<file path="src/hdl/ccpe_pkg.sv">
// Shared types and constants for the charger current pulse encoder.
// Used by ccpe_cfg_regs, ccpe_seq and charger_current_pulse_encoder.
`timescale 1ns / 1ps

package ccpe_pkg;

    localparam int CODE_BITS_DEF = 5;

    // Register indexes on the configuration port
    localparam int CFG_IDX_W = 3;
    localparam logic [CFG_IDX_W-1:0] REG_LEAD_HIGH = 3'd0;
    localparam logic [CFG_IDX_W-1:0] REG_LEAD_LOW  = 3'd1;
    localparam logic [CFG_IDX_W-1:0] REG_SHORT     = 3'd2;
    localparam logic [CFG_IDX_W-1:0] REG_LONG      = 3'd3;
    localparam logic [CFG_IDX_W-1:0] REG_STOP      = 3'd4;
    localparam logic [CFG_IDX_W-1:0] REG_GAP       = 3'd5;
    localparam logic [CFG_IDX_W-1:0] REG_SETTLE    = 3'd6;

    localparam logic [7:0] LEAD_HIGH_RST = 8'd1;
    localparam logic [7:0] LEAD_LOW_RST  = 8'd70;
    localparam logic [7:0] SHORT_RST     = 8'd40;
    localparam logic [7:0] LONG_RST      = 8'd90;
    localparam logic [7:0] STOP_RST      = 8'd160;
    localparam logic [7:0] GAP_RST       = 8'd30;
    localparam logic [7:0] SETTLE_RST    = 8'd100;

    // Accepted target window, in mV
    localparam logic [14:0] MIN_MV = 15'd5500;
    localparam logic [14:0] MAX_MV = 15'd21000;

    // Divide by 500 as (x * 8389) >> 22; exact for x up to 15500
    localparam logic [29:0] DIV500_MUL   = 30'd8389;
    localparam int          DIV500_SHIFT = 22;

    typedef enum logic [2:0] {
        PH_IDLE,
        PH_LEAD_HIGH,
        PH_LEAD_LOW,
        PH_BIT_FIRST,
        PH_BIT_SECOND,
        PH_STOP,
        PH_GAP,
        PH_SETTLE
    } phase_t;

    typedef struct packed {
        logic [7:0] lead_high_ms;
        logic [7:0] lead_low_ms;
        logic [7:0] short_ms;
        logic [7:0] long_ms;
        logic [7:0] stop_ms;
        logic [7:0] gap_ms;
        logic [7:0] settle_ms;
    } cfg_t;

    typedef struct packed {
        logic high_current;
        logic busy;
        logic done;
        logic rejected;
    } res_t;

    // Code value (target - 5500) / 500, eight bits wide
    function automatic logic [7:0] mv_to_code(input logic [14:0] mv);
        logic [14:0] diff;
        logic [29:0] prod;
        begin
            diff = mv - MIN_MV;
            prod = {15'd0, diff} * DIV500_MUL;
            mv_to_code = prod[DIV500_SHIFT+7:DIV500_SHIFT];
        end
    endfunction

endpackage

</file>
<file path="src/hdl/ccpe_cfg_regs.sv">
// Segment timing registers of the current pulse encoder.
// Depends on ccpe_pkg for register indexes and reset values.
`timescale 1ns / 1ps

module ccpe_cfg_regs
    import ccpe_pkg::*;
(
    input  logic                 clk,
    input  logic                 rst_n,
    input  logic                 cfg_valid,
    output logic                 cfg_ready,
    input  logic [CFG_IDX_W-1:0] cfg_index,
    input  logic [7:0]           cfg_data,
    output cfg_t                 cfg
);

    cfg_t cfg_reg;
    cfg_t cfg_next;

    assign cfg_ready = 1'b1;
    assign cfg = cfg_reg;

    always_comb
    begin
        cfg_next = cfg_reg;
        if (cfg_valid)
        begin
            case (cfg_index)
                REG_LEAD_HIGH: cfg_next.lead_high_ms = cfg_data;
                REG_LEAD_LOW:  cfg_next.lead_low_ms  = cfg_data;
                REG_SHORT:     cfg_next.short_ms     = cfg_data;
                REG_LONG:      cfg_next.long_ms      = cfg_data;
                REG_STOP:      cfg_next.stop_ms      = cfg_data;
                REG_GAP:       cfg_next.gap_ms       = cfg_data;
                REG_SETTLE:    cfg_next.settle_ms    = cfg_data;
                default:       cfg_next = cfg_reg;   // drop writes past the list
            endcase
        end
    end

    always_ff @(posedge clk or negedge rst_n)
    begin
        if (!rst_n)
        begin
            cfg_reg.lead_high_ms <= LEAD_HIGH_RST;
            cfg_reg.lead_low_ms  <= LEAD_LOW_RST;
            cfg_reg.short_ms     <= SHORT_RST;
            cfg_reg.long_ms      <= LONG_RST;
            cfg_reg.stop_ms      <= STOP_RST;
            cfg_reg.gap_ms       <= GAP_RST;
            cfg_reg.settle_ms    <= SETTLE_RST;
        end
        else
        begin
            cfg_reg <= cfg_next;
        end
    end

endmodule

</file>
<file path="src/hdl/ccpe_seq.sv">
// Pattern sequencer: phase machine, millisecond counter, code word and level.
// Depends on ccpe_pkg for phase_t, cfg_t, res_t and the code conversion.
`timescale 1ns / 1ps

module ccpe_seq
    import ccpe_pkg::*;
#(
    parameter int CODE_BITS = CODE_BITS_DEF
)
(
    input  logic        clk,
    input  logic        rst_n,
    input  logic        fire,
    input  logic        req_type,
    input  logic [14:0] target_mv,
    input  cfg_t        cfg,
    output res_t        res
);

    localparam int BIT_W = (CODE_BITS > 1) ? $clog2(CODE_BITS) : 1;
    localparam logic [BIT_W-1:0] BIT_TOP = BIT_W'(CODE_BITS - 1);

    phase_t               phase_reg, phase_next;
    logic [BIT_W-1:0]     bit_index_reg, bit_index_next;
    logic [7:0]           ms_left_reg, ms_left_next;
    logic [CODE_BITS-1:0] code_word_reg, code_word_next;
    logic                 level_reg, level_next;

    logic       is_start;
    logic       in_range;
    logic       start_ok;
    logic       step;
    logic       new_bit;
    logic [7:0] code_full;

    assign is_start  = fire && !req_type;
    assign in_range  = (target_mv >= MIN_MV) && (target_mv <= MAX_MV);
    assign start_ok  = is_start && (phase_reg == PH_IDLE) && in_range;
    assign step      = fire && req_type && (phase_reg != PH_IDLE) && (ms_left_reg <= 8'd1);
    assign code_full = mv_to_code(target_mv);
    assign new_bit   = code_word_reg[bit_index_next];

    // Next phase
    always_comb
    begin
        phase_next = phase_reg;
        if (start_ok)
        begin
            phase_next = PH_LEAD_HIGH;
        end
        else if (step)
        begin
            case (phase_reg)
                PH_LEAD_HIGH:  phase_next = PH_LEAD_LOW;
                PH_LEAD_LOW:   phase_next = PH_BIT_FIRST;
                PH_BIT_FIRST:  phase_next = PH_BIT_SECOND;
                PH_BIT_SECOND: phase_next = (bit_index_reg == '0) ? PH_STOP : PH_BIT_FIRST;
                PH_STOP:       phase_next = PH_GAP;
                PH_GAP:        phase_next = PH_SETTLE;
                default:       phase_next = PH_IDLE;
            endcase
        end
    end

    // Bit index; kept apart so the bit that a new segment sends is known
    always_comb
    begin
        bit_index_next = bit_index_reg;
        if (start_ok)
        begin
            bit_index_next = '0;
        end
        else if (step)
        begin
            case (phase_reg)
                PH_LEAD_LOW:   bit_index_next = BIT_TOP;
                PH_BIT_SECOND:
                begin
                    if (bit_index_reg != '0)
                        bit_index_next = bit_index_reg - 1'b1;
                end
                default:       bit_index_next = bit_index_reg;
            endcase
        end
    end

    // Segment load, counter and result
    always_comb
    begin
        ms_left_next   = ms_left_reg;
        level_next     = level_reg;
        code_word_next = code_word_reg;
        res.done       = 1'b0;
        res.rejected   = is_start && !start_ok;
        if (start_ok)
        begin
            code_word_next = code_full[CODE_BITS-1:0];
            ms_left_next   = cfg.lead_high_ms;
            level_next     = 1'b1;
        end
        else if (step)
        begin
            case (phase_reg)
                PH_LEAD_HIGH:
                begin
                    ms_left_next = cfg.lead_low_ms;
                    level_next   = 1'b0;
                end
                PH_LEAD_LOW:
                begin
                    ms_left_next = new_bit ? cfg.long_ms : cfg.short_ms;
                    level_next   = !new_bit;
                end
                PH_BIT_FIRST:
                begin
                    ms_left_next = new_bit ? cfg.short_ms : cfg.long_ms;
                    level_next   = new_bit;
                end
                PH_BIT_SECOND:
                begin
                    if (bit_index_reg == '0)
                    begin
                        ms_left_next = cfg.stop_ms;
                        level_next   = 1'b1;
                    end
                    else
                    begin
                        ms_left_next = new_bit ? cfg.long_ms : cfg.short_ms;
                        level_next   = !new_bit;
                    end
                end
                PH_STOP:
                begin
                    ms_left_next = cfg.gap_ms;
                    level_next   = 1'b0;
                end
                PH_GAP:
                begin
                    ms_left_next = cfg.settle_ms;
                    level_next   = 1'b1;
                end
                default:
                begin
                    // settle ran out: pattern complete
                    ms_left_next = 8'd0;
                    level_next   = 1'b1;
                    res.done     = 1'b1;
                end
            endcase
        end
        else if (fire && req_type && (phase_reg != PH_IDLE))
        begin
            ms_left_next = ms_left_reg - 8'd1;
        end
        res.high_current = level_next;
        res.busy         = (phase_next != PH_IDLE);
    end

    always_ff @(posedge clk or negedge rst_n)
    begin
        if (!rst_n)
        begin
            phase_reg     <= PH_IDLE;
            bit_index_reg <= '0;
            ms_left_reg   <= 8'd0;
            code_word_reg <= '0;
            level_reg     <= 1'b1;
        end
        else if (fire)
        begin
            phase_reg     <= phase_next;
            bit_index_reg <= bit_index_next;
            ms_left_reg   <= ms_left_next;
            code_word_reg <= code_word_next;
            level_reg     <= level_next;
        end
    end

endmodule

</file>
<file path="src/hdl/charger_current_pulse_encoder.sv">
// Charger current pulse encoder, top level: input stage, result register.
// Depends on ccpe_pkg, ccpe_cfg_regs and ccpe_seq.
//
// Usage: a transaction on the input channel is either a start (req_type 0,
// target_mv in mV) or a one millisecond tick (req_type 1). Every input
// transaction yields exactly one result transaction carrying high_current,
// busy_res, done_res and rejected, in order.
// The input stage registers each accepted transaction and the result register
// its result. Throughput: one transaction per cycle while out_stall is low, set
// by the single pass through the sequencer between these two registers.
// Configuration writes (cfg_valid/cfg_ready, cfg_index, cfg_data) are taken
// in every cycle; index 0..6 selects a segment length, other indexes are
// dropped. Write only while no transaction is in flight.
// Reset: the sequencer returns to idle with high current, timing registers
// take their defaults, both stages empty.
// Stall: while out_stall holds the result, one more transaction is taken
// into the input stage; after that in_stall rises until the result drains.
`timescale 1ns / 1ps

module charger_current_pulse_encoder
    import ccpe_pkg::*;
#(
    parameter int CODE_BITS = CODE_BITS_DEF
)
(
    input  logic                 clk,
    input  logic                 rst_n,
    input  logic                 in_valid,
    output logic                 in_stall,
    input  logic                 req_type,
    input  logic [14:0]          target_mv,
    output logic                 out_valid,
    input  logic                 out_stall,
    output logic                 high_current,
    output logic                 busy_res,
    output logic                 done_res,
    output logic                 rejected,
    input  logic                 cfg_valid,
    output logic                 cfg_ready,
    input  logic [CFG_IDX_W-1:0] cfg_index,
    input  logic [7:0]           cfg_data
);

    cfg_t cfg;
    res_t res;

    logic        stg_valid_reg;
    logic        stg_req_type_reg;
    logic [14:0] stg_target_mv_reg;
    logic        out_valid_reg;
    res_t        out_res_reg;

    logic in_accept;
    logic drain;
    logic fire;

    assign drain     = !out_valid_reg || !out_stall;
    assign fire      = stg_valid_reg && drain;
    assign in_stall  = stg_valid_reg && !drain;
    assign in_accept = in_valid && !in_stall;

    ccpe_cfg_regs u_cfg_regs (
        .clk       (clk),
        .rst_n     (rst_n),
        .cfg_valid (cfg_valid),
        .cfg_ready (cfg_ready),
        .cfg_index (cfg_index),
        .cfg_data  (cfg_data),
        .cfg       (cfg)
    );

    ccpe_seq #(
        .CODE_BITS (CODE_BITS)
    ) u_seq (
        .clk       (clk),
        .rst_n     (rst_n),
        .fire      (fire),
        .req_type  (stg_req_type_reg),
        .target_mv (stg_target_mv_reg),
        .cfg       (cfg),
        .res       (res)
    );

    // Input stage: hold the transaction until the sequencer takes it
    always_ff @(posedge clk or negedge rst_n)
    begin
        if (!rst_n)
        begin
            stg_valid_reg <= 1'b0;
        end
        else if (in_accept)
        begin
            stg_valid_reg <= 1'b1;
        end
        else if (fire)
        begin
            stg_valid_reg <= 1'b0;
        end
    end

    always_ff @(posedge clk)
    begin
        if (in_accept)
        begin
            stg_req_type_reg  <= req_type;
            stg_target_mv_reg <= target_mv;
        end
    end

    // Result register
    always_ff @(posedge clk or negedge rst_n)
    begin
        if (!rst_n)
        begin
            out_valid_reg <= 1'b0;
        end
        else if (drain)
        begin
            out_valid_reg <= stg_valid_reg;
        end
    end

    always_ff @(posedge clk)
    begin
        if (fire)
        begin
            out_res_reg <= res;
        end
    end

    assign out_valid    = out_valid_reg;
    assign high_current = out_res_reg.high_current;
    assign busy_res     = out_res_reg.busy;
    assign done_res     = out_res_reg.done;
    assign rejected     = out_res_reg.rejected;

endmodule

</file>
<file path="config.mk">
export PLATFORM = sky130hd
export DESIGN_NAME = charger_current_pulse_encoder
export DESIGN_NICKNAME = d
export VERILOG_FILES = /design/src/hdl/ccpe_pkg.sv /design/src/hdl/ccpe_cfg_regs.sv /design/src/hdl/ccpe_seq.sv /design/src/hdl/charger_current_pulse_encoder.sv
export SDC_FILE = /design/constraint.sdc
export NUM_CORES = 1
export LEC_CHECK = 0
export ABC_CLOCK_PERIOD_IN_PS = 7500
export BUFFER_PORTS_ARGS = -buffer_cell sky130_fd_sc_hd__buf_2
export CORE_ASPECT_RATIO = 0.7
export CORE_MARGIN = 5
export CORE_UTILIZATION = 59
export CTS_CLUSTER_DIAMETER = 30
export DETAILED_ROUTE_END_ITERATION = 7
export PLACE_DENSITY = 0.77
export SYNTH_ARGS = -nofsm -noshare
export SYNTH_HDL_FRONTEND = slang
export SYNTH_SLANG_ARGS = --single-unit
export TNS_END_PERCENT = 10
</file>
<file path="constraint.sdc">
create_clock -name clk -period 7.5 [get_ports clk]
set_input_delay 1.5 -clock clk [delete_from_list [all_inputs] [get_ports clk]]
set_output_delay 1.5 -clock clk [all_outputs]
set_load 0.01 [all_outputs]
</file>
==> results.md <==
| Group | Result | Value |
|---|---|---|
| status | Outcome | completed |
| clock tree | Clock buffer count from CTS | 9 |
| placement | Placed wire-length estimate after detailed placement | 12550 um |
| worst setup path | Worst endpoint data arrival time | 6.59 ns |
| synthesis | Share of synthesized cell area in and, or, nand and nor gates | 10.37% |
| route | ANT nets after route | 0 |
| clock tree | Post-CTS repair timing setup buffer count | 0 |
| worst setup path | Category of the critical setup timing path | register to register |
| sta | Part of the cycle the worst path needs | 84.61% |
| sta | Post-Route Setup TNS | 0 ns |
| sta | Upper clock frequency limit | 157.6 MHz |
| grt | Vias in the first global route | 5339 |
| final layout | Share of post-route cells with drive strength above 1 | 21.00% |
| worst setup path | Critical path's slowest cell | a221oi_1 |
| route | Post-Route WL | 16150 um |
| synthesis | Main flop type after synthesis | dfrtp_1 |
| synthesis | Combinational family with the most area after synthesis | adder cells |
| power | P_leak | 3.716 nW |
| worst setup path | Worst setup path endpoint | u_seq.code_word_reg[2]$_DFFE_PN0P_ |
| worst setup path | Kind of start point of the critical path | register |
| worst setup path | RR Endpoint | u_seq.code_word_reg[2]$_DFFE_PN0P_ |
| synthesis | Synth Area in XOR/XNOR | 2.816% |
| placement | Port bufs | 37 |
| die | Area of the core | 11770 sq um |
| sta | Clk_skew | 0.007346 ns |
| synthesis | Async set or reset register ratio after synthesis | 79.59% |
| synthesis | Share of the synthesized area in compound gates (AO/OA/AOI/OAI) | 12.79% |
| synthesis | Unique masters post-synth | 70 |
| clock tree | TritonCTS sink count | 98 |
| clock tree | H-Tree Level Count | 3 |
| power | Total power density per cell area | 335.9 nW/um^2 |
| sta | Post-layout min period | 6.345 ns |
| synthesis | Synthesized instance count | 659 |
| worst setup path | Req. time, crit path | 7.74 ns |
| worst setup path | Worst reg2reg path startpoint | stg_target_mv_reg[2]$_DFFE_PP_ |
| route | Overall via count from detail_route | 5204 |
| die | Floorplan die height | 102.1 um |
| final layout | Area Overhead vs Synth | 8.956% |
| final layout | Max reg flops | 56 |
| worst setup path | Critical Path Max Stage Delay | 0.60 ns |
| placement | Placement-stage worst setup slack | 1.231 ns |
| run | Number of max-cap violations | 0 |
| clock tree | Cell at the root of the clock tree | clkbuf_16 |
| sta | Worst-margin pin slew | 1.260 ns |
| worst setup path | Worst reg2reg setup slack | 1.15 ns |
| route | Ratio of routed vias to standard cells | 6.072 |
| final layout | NumNets Final | 847 |
| worst setup path | Critical Path Source | stg_target_mv_reg[2]$_DFFE_PP_ |
| power | Largest voltage drop on the vdd net | 0.0001907 V |
| route | Initial DRC count | 415 |
| synthesis | Post-synthesis net count | 811 |
| die | Die area | 14460 sq um |
| clock tree | Clock-pin slew on the worst setup and hold paths | 0.07 ns |
| sta | Final critical-path setup slack | 1.155 ns |
| sta | RSZ-0062 raised after global routing | false |
| die | I/O pin count | 39 |
| synthesis | Synthesized cell area | 7153 sq um |
| synthesis | Sequential fraction of the synthesis area | 36.03% |
| synthesis | Number of enable flip-flop cells after synthesis | 20 |
| worst setup path | Highest net fanout along the worst path | 7 |
| synthesis | Adder-Cell Fraction of Synth Area | 23.51% |
| worst setup path | Worst R2R Path Depth | 25 |
| synthesis | Avg Synthesized Cell Area | 10.85 sq um |
| clock tree | Quantity of hold-fixing buffers added after cts | 0 |
| clock tree | Clock latency on the worst-skew pair | 0.34 ns |
| clock tree | Number of buffers between clock root and the deepest sink | 2 |
| clock tree | Post-cts resize count | 0 |
| sta | Pins Over Slew Limit | 0 |
| route | Number of remaining DRC errors | 0 |
| route | Routed WL per cell | 18.84 um |
| grt | Remaining Overflow, GRT | 0 |
| die | Starting density of the core | 60.79% |
| clock tree | TritonCTS clock tree | done |
| sta | Hold Vio Cnt, Final | 0 |
| route | Number of iterations in the first detailed-routing pass | 5 |
| sta | # setup viols final | 0 |
| synthesis | Number of warnings printed during yosys synthesis | 0 |
| grt | Total track usage | 23.70% |
| worst setup path | Crit path capture type | register |
| sta | Headroom to the max-slew limit | 15.34% |
| die | Die X-Extent | 141.6 um |
| placement | Final Wtd Congestion | 0.9535 |
| die | Std-Cell Rows | 33 |
| worst setup path | Dominant cell type by count on the critical path | ha_1 |
| synthesis | Multiplexer area fraction after synthesis | 9.288% |
| synthesis | Flops & latches, synth | 98 |
| hold path | Class of the tightest hold or removal check | register to register |
| final layout | # diodes | 0 |
| grt | Wire length of the first global-routing pass | 27140 um |
| grt | Maximum number of pins on one net before global-route repair | 79 |
| grt | Number of antenna violations at the first check in global routing | 0 |
layout make-up:
type	count	area, sq um
clock buffers	9	225.2
clock inverters	7	61.31
fillers	912	3974
inverters	80	300.3
multi-input cells	464	4208
flip-flops and latches	98	2577
well taps	157	196.4
repair buffers	42	225.2
critical path: cells and delay by family (launching register included):
family | cells | cell delay [ns]
AOI/OAI and AO/OA | 7 | 1.62
xor gates and xnor gates | 1 | 0.42
adders and majority gates | 8 | 2.61
buffers and inverters | 3 | 0.26
DFF | 1 | 0.50
and+or+nand+nor | 6 | 0.81
cells in the final DEF, fill, tap and decap left out, types with 23 or more instances in the layout:
cell type | Yosys | final
nand2_1 | 23 | 23
fa_1 | 24 | 24
dfrtp_1 | 58 | 58
buf_2 | 0 | 36
nor2_1 | 31 | 31
mux2_2 | 56 | 56
inv_1 | 80 | 80
ha_1 | 96 | 96
metal layers:
layer  track usage [%]  vias up  share of wire (%)
met5                 0        -                  0
met4             3.687        0               0.54
met3             4.303       14                5.3
met2             35.32      156                 43
met1             36.93     2575                 51
li1                  -     2459                  -
worst min-delay path by stage:
| stage | from | endpoint | slack, ns | cells past startpoint |
|---|---|---|---|---|
| after floorplan | u_seq.code_word_reg[1]$_DFFE_PN0P_ | u_seq.code_word_reg[1]$_DFFE_PN0P_ | 0.44 | 2 |
| after global placement | stg_valid_reg$_DFFE_PN0P_ | out_valid$_DFFE_PN0P_ | 0.45 | 1 |
| after detailed placement | stg_valid_reg$_DFFE_PN0P_ | out_valid$_DFFE_PN0P_ | 0.46 | 1 |
| after CTS | stg_valid_reg$_DFFE_PN0P_ | out_valid$_DFFE_PN0P_ | 0.48 | 1 |
| after global routing | stg_valid_reg$_DFFE_PN0P_ | out_valid$_DFFE_PN0P_ | 0.50 | 1 |
| final | stg_valid_reg$_DFFE_PN0P_ | out_valid$_DFFE_PN0P_ | 0.47 | 1 |
power breakdown:
part	internal (mW)	total (mW)	switching, mW
Sequential	0.683	0.777	0.0940
Clock	0.231	0.441	0.210
Combinational	0.612	1.40	0.787
Yosys cell counts, types with 3 or more instances:
cell      instances  area share [%]
ha_1             96              17
inv_1            80             4.2
dfrtp_1          58              20
mux2_2           56             8.8
nor2_1           31             1.6
fa_1             24             6.7
nand2_1          23             1.2
dfstp_2          20             7.3
edfxtp_1         20             8.4
o21ai_0          20             1.4
nand3_1          16             1.1
clkbuf_1         13            0.68
nor3_1           13            0.91
xnor2_1          13             1.6
a21oi_1          12            0.84
a22o_1           12             1.5
xor2_1           10             1.2
and3_1            9            0.79
o31ai_1           8            0.84
a221oi_1          7            0.86
nor2b_1           7            0.61
a21o_1            6            0.63
a22oi_1           6            0.63
or3_1             6            0.52
a211o_1           5            0.61
and2_1            5            0.44
o22ai_1           5            0.44
nand4_1           4            0.35
nor3b_1           4            0.42
o21a_1            4            0.42
a31oi_1           3            0.26
a32oi_1           3            0.37
buf_1             3            0.16
nand2b_1          3            0.26
nand4b_1          3            0.37
o211ai_1          3            0.31
o221ai_1          3            0.37
stage by stage:
stage | cell area (sq um) | power (mW) | std cells | utilization, % | hold WS [ns]
floorplan | 7153 | 1.780 | 659 | - | 0.4384
global placement | 7507 | 2.082 | 841 | 63.80 | 0.4508
detailed placement | 7507 | 2.161 | 841 | 63.80 | 0.4599
CTS | 7794 | 2.616 | 857 | 66.23 | 0.4753
global route | 7794 | 2.855 | 857 | 66.23 | 0.5032
finish | 7794 | 2.618 | 857 | 66.23 | 0.4743
logic make-up (layout without fill, tap and decap cells):
logic type | after synthesis | count (layout)
flip-flops | 98 | 98
multiplexers | 59 | 59
buffers and inverters | 97 | 138
adder cells (fa/ha/maj) | 120 | 120
XOR/XNOR | 23 | 23
other | 1 | 1
AND/OR/NAND/NOR | 139 | 139
AO/OA/AOI/OAI | 122 | 122
(Power assumes the default switching activity.)
